## src/hw/rtl/swcc_pkg.sv

```systemverilog
// Shared types and constants for the segment wall collision check block.
package swcc_pkg;

  localparam int unsigned CoordBits = 16;
  localparam int unsigned MaxEdges  = 64;
  localparam int unsigned IdxBits   = $clog2(MaxEdges);
  localparam int unsigned CntBits   = $clog2(MaxEdges + 1);
  localparam int unsigned DifBits   = CoordBits + 1;
  localparam int unsigned DetBits   = 2 * CoordBits + 1;
  localparam int unsigned DenBits   = 2 * DifBits + 1;
  localparam int unsigned WideBits  = DetBits + DifBits + 2;
  localparam int unsigned PipeLat   = 7;
  localparam int unsigned WaitBits  = $clog2(PipeLat + 1);

  localparam logic OpAdd   = 1'b0;
  localparam logic OpQuery = 1'b1;

  typedef logic signed [CoordBits-1:0] coord_t;

  typedef struct packed {
    coord_t by;
    coord_t bx;
    coord_t ay;
    coord_t ax;
  } edge_t;

  typedef struct packed {
    logic load;
    logic idx_clr;
    logic idx_inc;
    logic wr_en;
    logic res_we;
    logic res_clear;
    logic res_full;
  } cmd_t;

  typedef struct packed {
    logic is_query;
    logic fits;
    logic empty;
    logic idx_last;
    logic quad_done;
    logic blocked;
  } sts_t;

endpackage

```

## src/hw/rtl/swcc_ctrl.sv

```systemverilog
// Controller: sequences add writes, the edge scan and the result handshake.
module swcc_ctrl (
  input  logic           clk_i,
  input  logic           rst_ni,
  input  logic           in_valid_i,
  output logic           in_ready_o,
  output logic           out_valid_o,
  input  logic           out_ready_i,
  output swcc_pkg::cmd_t cmd_o,
  input  swcc_pkg::sts_t sts_i
);

  typedef enum logic [3:0] {
    StIdle = 4'b0001,
    StAdd  = 4'b0010,
    StScan = 4'b0100,
    StResp = 4'b1000
  } state_e;

  state_e                        state_q, state_d;
  logic [swcc_pkg::WaitBits-1:0] wait_q, wait_d;

  always_ff @(posedge clk_i or negedge rst_ni) begin
    if (!rst_ni) begin
      state_q <= StIdle;
      wait_q  <= '0;
    end else begin
      state_q <= state_d;
      wait_q  <= wait_d;
    end
  end

  always_comb begin
    state_d = state_q;
    wait_d  = wait_q;
    cmd_o   = '0;
    unique case (state_q)
      StIdle: begin
        if (in_valid_i) begin
          cmd_o.load    = 1'b1;
          cmd_o.idx_clr = 1'b1;
          wait_d        = '0;
          state_d       = StScan;
        end
      end
      StScan: begin
        if (!sts_i.is_query) begin
          if (sts_i.fits) begin
            state_d = StAdd;
          end else begin
            cmd_o.res_we   = 1'b1;
            cmd_o.res_full = 1'b1;
            state_d        = StResp;
          end
        end else if (sts_i.empty) begin
          cmd_o.res_we    = 1'b1;
          cmd_o.res_clear = 1'b1;
          state_d         = StResp;
        end else if (wait_q == swcc_pkg::WaitBits'(swcc_pkg::PipeLat)) begin
          if (sts_i.blocked) begin
            cmd_o.res_we = 1'b1;
            state_d      = StResp;
          end else if (sts_i.idx_last) begin
            cmd_o.res_we    = 1'b1;
            cmd_o.res_clear = 1'b1;
            state_d         = StResp;
          end else begin
            cmd_o.idx_inc = 1'b1;
            wait_d        = '0;
          end
        end else begin
          wait_d = wait_q + 1'b1;
        end
      end
      StAdd: begin
        cmd_o.wr_en   = 1'b1;
        cmd_o.idx_inc = 1'b1;
        if (sts_i.quad_done) begin
          cmd_o.res_we = 1'b1;
          state_d      = StResp;
        end
      end
      StResp: begin
        if (out_ready_i) state_d = StIdle;
      end
      default: state_d = StIdle;
    endcase
  end

  assign in_ready_o  = (state_q == StIdle);
  assign out_valid_o = (state_q == StResp);

endmodule

```

## config.mk

```make
export PLATFORM = sky130hd
export DESIGN_NAME = swcc_ctrl
export DESIGN_NICKNAME = d
export VERILOG_FILES = /design/src/hw/rtl/swcc_pkg.sv /design/src/hw/rtl/swcc_ctrl.sv
export SDC_FILE = /design/constraint.sdc
export NUM_CORES = 1
export LEC_CHECK = 0
export BUFFER_PORTS_ARGS = -buffer_cell sky130_fd_sc_hd__buf_4
export CAP_MARGIN = 30
export CORE_AREA = 2 2 39 41
export DETAILED_ROUTE_END_ITERATION = 7
export DIE_AREA = 0 0 41 43
export GPL_TIMING_DRIVEN = 0
export MAX_ROUTING_LAYER = met4
export PLACE_DENSITY = 0.72
export SYNTH_ARGS = -nofsm -noshare
export SYNTH_HDL_FRONTEND = slang
export SYNTH_SLANG_ARGS = --single-unit
```

## constraint.sdc

```tcl
create_clock -name clk_i -period 3.28 [get_ports clk_i]
set_clock_uncertainty 0.05 [all_clocks]
set_input_delay 0.656 -clock clk_i [delete_from_list [all_inputs] [get_ports clk_i]]
set_output_delay 0.656 -clock clk_i [all_outputs]
set_load 0.02 [all_outputs]
```

[Word-level counts from Yosys, hierarchy flattened]
Index checks and enable logic that the tools add are counted.
Operators by class
  shift operators: 0
  add/sub/neg operators: 1
  $mul: 0
  reduce and logical (&&, ||, !) cells: 3
  multiplexer cells: 38
  order comparisons: 0
  bitwise logic cells: 0
  div/mod/pow operators: 0
  eq/ne operators: 14
Operators with widths (number)
  $mux W4: 9
  $mux W3: 6
  $pmux W4 S4: 1
  $mux W1: 13
  $mux W2: 6
  $ne A2 B2 Y1 const B: 4
  $ne A3 B3 Y1 const B: 2
  $pmux W3 S2: 1
  $reduce_and A6 Y1: 1
  $ne A5 B5 Y1 const B: 1
  $reduce_and A5 Y1: 1
  $eq A4 B1 Y1 const B: 1
  $eq A4 B2 Y1 const B: 1
  $eq A4 B3 Y1 const B: 1
  $eq A4 B4 Y1 const B: 1
  $ne A4 B4 Y1 const B: 1
  $pmux W1 S2: 2
  $add A3 B1 Y3 const B: 1
  $eq A3 B3 Y1 const B: 1
  $ne A2 B1 Y1 const B: 1
  $reduce_bool A2 Y1: 1
Word-level totals
  input bits: 10
  bits in latches: 0
  bits in writable memories: 0
  memories: 0
  bits in registers: 7
  output and inout bits: 9
  memory bits (read-only): 0

[Depth between registers and ports, before layout]
  depth in word-level cells: 6
  mapped depth: 5
  gate-level depth less buffers: 5

[Least setup slack after synthesis]
Ideal clock, no wire load.
  path kind: flip-flop to output port
  start point: register state_q[3]
  end point: output port cmd_o[4] in the netlist's numbering
  cell stages (with the launch flop): 3
  buffers on the path: 0
  data arrival time: 1.551 ns
  setup slack: 1.023 ns
  cells stage by stage: dfrtp_1 or4b_4 o41ai_2
RTL lines
  start, declared: line swcc_ctrl.sv:20  | state_e state_q, state_d;
  start signal, assigned: line swcc_ctrl.sv:25  | state_q <= StIdle;
  start signal, assigned: line swcc_ctrl.sv:28  | state_q <= state_d;
  end, declared: line swcc_ctrl.sv:9  | output swcc_pkg::cmd_t cmd_o,

==> run summary <==
In the final layout, the share of cells above drive strength 1 is 36.90%. The routed design has 1251 um of wire. The clock transition at the register clock pins on the worst setup and hold paths after CTS is 50 ps.

Number of clock sinks: 7. Synthesis inferred 7 register bits. For the number of failing hold endpoints at the final stage, the log shows 0.

The number of library cell types mapped by synthesis came out at 33. The type of destination of the critical path was an output pin. The number of antenna violations at the first check in global routing came out at 0. The tools report the floorplan core area as 1384 um^2. For the die area, the log shows 1763 um^2.

At the pin with the least slew margin, the transition time is 321.7 ps. The tools report the instance area at placement as 720.7 um^2. Setup repair after global routing left no endpoint under its margin.

Hold repair after CTS inserted 0 buffers. The run gives 1 as the number of levels in the clock H-tree. The share of the clock period used by the worst path is 77.09%, and the relative max-transition margin is 78.55%. Relative to the synthesized area, the layout overhead comes to 32.08%.

The number of cells on the worst reg-to-reg path is 5. For the final total negative setup slack, the log shows 0 ps. TritonCTS built the clock tree. For this run, the leading register cell type out of synthesis is sky130_fd_sc_hd__dfrtp_1. In this run the biggest area consumer among cell types represents 26.55% of the synthesized area. The post-layout minimum cycle time came out at 2529 ps. Of all cell types, the one taking the most synthesized area is sky130_fd_sc_hd__dfrtp_1. For the maximum number of buffers from clock root to sink, the log shows 2. The share of async-settable or async-resettable flops after synthesis works out to 100.0%. Of the synthesized area, sequential elements account for 31.19%. Counting the buffers created by CTS gives 3. Using the TritonRoute via totals, the vias-per-cell ratio works out to 5.210.

The flow ran to the end, and the final reports show no timing, DRC or antenna violations. Each instance of the synthesized netlist takes up on average 9.122 um^2. Summed over all layers, the global routing overflow is 0. In this run, post-CTS repair resized a total of 0 instances. The logs give 0.3596 nW for the leakage power total and 40.87% for the initial core utilization. The worst register-to-register path begins at wait_q[0]. Ranked by instance count, the synthesized netlist is headed by 7 x sky130_fd_sc_hd__inv_1, 6 x sky130_fd_sc_hd__dfrtp_1, 4 x sky130_fd_sc_hd__nand2_1. The critical path is of the reg2out type. The floorplan has 14 rows.

The wire length of the first global-routing pass is 2028 um, and the post-CTS setup buffer count is 0. The type of the most critical hold path is in2async. The logs give 19 for the I/O pin count and 0 for the setup-violating endpoint count in the final report. Max-cap violations in this run came to 0. 0 antenna diodes ended up in the layout. The endpoint of the most critical register-to-register path was wait_q[0]. STA classifies the critical path startpoint as a flip-flop. The count of input and output buffers was 18. The most used standard cell by instance count after synthesis is sky130_fd_sc_hd__inv_1. The number of max-slew violations in the final report is 0.

Root buffer cell: sky130_fd_sc_hd__clkbuf_4. The vertical die dimension was 43 um. Power spread over the standard cell area amounts to 574.2 nW/um^2. Entering global routing, the biggest net connects 11 pins.

In this run the remaining antenna-violating nets after routing total 0. For the worst-skew pair, the clock arrives at the later sink with an insertion delay of 250 ps. The total number of vias is 521, and the number of global-route vias before repair is 491. The first TritonRoute pass finished after 4 iterations.

Count of nets after finishing: 98. The required time of the critical path was 2570 ps. At the worst endpoint, the arrival time is 1820 ps. The overall fraction of global-route tracks in use is 17.29%, and the maximum frequency from static timing analysis is 395.5 MHz. By area the synthesized netlist is led by sky130_fd_sc_hd__dfrtp_1 27%, sky130_fd_sc_hd__ha_1 6.6%, sky130_fd_sc_hd__dfstp_2 4.6%. Summing all non-filler instances in the final layout gives an area of 747.0 um^2. The run gives 3 as the count of routing violations after the opening detailed-route iteration. For the placed wire-length estimate after detailed placement, the log shows 985.1 um.

The count of yosys warnings during synthesis is 0, and the width of the die is 41 um. The run gives 62 as the gate count of the mapped netlist. The highest fanout seen on the critical path is 9.

IR analysis of the VDD net gives a maximum drop of 0.3760 mV. In the final routed layout, each cell accounts on average for 12.51 um. Total standard cell area after synthesis: 565.5 um^2.

The congestion estimate from routability-driven global placement came to 0.8362. The synthesized design contains 0 enable-type register cells. Post-detailed-route DRC marker count: 0. When the netlist entered floorplanning its net count stood at 75. The worst register-to-register path has a setup slack of 1620 ps.
## critical path: stages, from the launching register on
cell,delay (ps)
sky130_fd_sc_hd__dfrtp_1,480
sky130_fd_sc_hd__or4b_4,570
sky130_fd_sc_hd__o41ai_2,330
sky130_fd_sc_hd__buf_4,190
## cells in the final DEF, fill, tap and decap left out, drive strengths merged
cell     count
dfrtp        6
or4b         1
dfstp        1
inv          7
a32o         1
o32ai        1
nand3b       1
nor2b        1
nand4bb      1
a21oi        3
buf         22
clkbuf       4
nor4b        2
o311a        1
and2         1
o22ai        1
mux2i        2
nor4         1
a211oi       1
or2          1
nor3         3
o41ai        1
a31oi        2
nor3b        2
nand2        4
nand4b       1
o21ai        4
ha           3
nand2b       2
nand3        2
nor2         1
## registers in the layout (all words and copies together) (netlist names)
name / count
wait_q: 3
state_q: 4
## metrics by stage
stage               setup slack (ps)  instances  util (%)  hold WS [ps]  power (mW)
floorplan                       1023         62         -         310.4      0.2832
global placement                1005         96     52.08         422.6      0.3535
detailed placement              1019         96     52.08         423.3      0.3563
CTS                            743.9        100     53.98         154.6      0.4339
global route                   687.6        100     53.98         158.9      0.4599
finish                         751.4        100     53.98         154.4      0.4289
## kinds of logic (layout without fill, tap and decap cells)
| family | after synthesis | in the layout | share of synthesized area (%) |
|---|---|---|---|
| AND/OR/NAND/NOR | 24 | 24 | 31.19 |
| AO/OA/AOI/OAI | 15 | 15 | 18.80 |
| buffers and inverters | 11 | 33 | 8.629 |
| flip-flops | 7 | 7 | 31.19 |
| adder cells (fa/ha/maj) | 3 | 3 | 6.638 |
| multiplexers | 2 | 2 | 3.540 |
## layer usage
metal	GRT usage (%)	wire, um
met1	22.62	556
met5	-	0
met2	25.94	617
met3	7.853	70
met4	0	6
## how the worst max path moves through the flow
stage                from       end  slack, ps  cells past startpoint
2_1_floorplan  state_q[3]  cmd_o[4]       1020                      2
3_5_place_dp     sts_i[2]  cmd_o[4]       1020                      4
4_1_cts        state_q[3]  cmd_o[4]        740                      3
3_3_place_gp     sts_i[2]  cmd_o[4]       1000                      4
5_1_grt        state_q[3]  cmd_o[4]        690                      3
6_report       state_q[3]  cmd_o[4]        750                      3
## power by group
| part | switching (mW) | internal (mW) | leakage [nW] | total, mW |
|---|---|---|---|---|
| Combinational | 0.121 | 0.105 | 0.252 | 0.226 |
| Sequential | 0.0156 | 0.110 | 0.0926 | 0.126 |
| Clock | 0.0301 | 0.0463 | 0.0150 | 0.0765 |
## cell type report
type | instances | area (um^2)
plain buffers | 4 | 22.52
clock buffers | 4 | 26.28
fillers | 138 | 636.9
inverters | 7 | 26.28
multi-input cells | 44 | 340.3
flip-flops and latches | 7 | 176.4
well taps | 16 | 20.02
repair buffers | 18 | 135.1
Note: power is estimated with default switching activity, not from simulation.
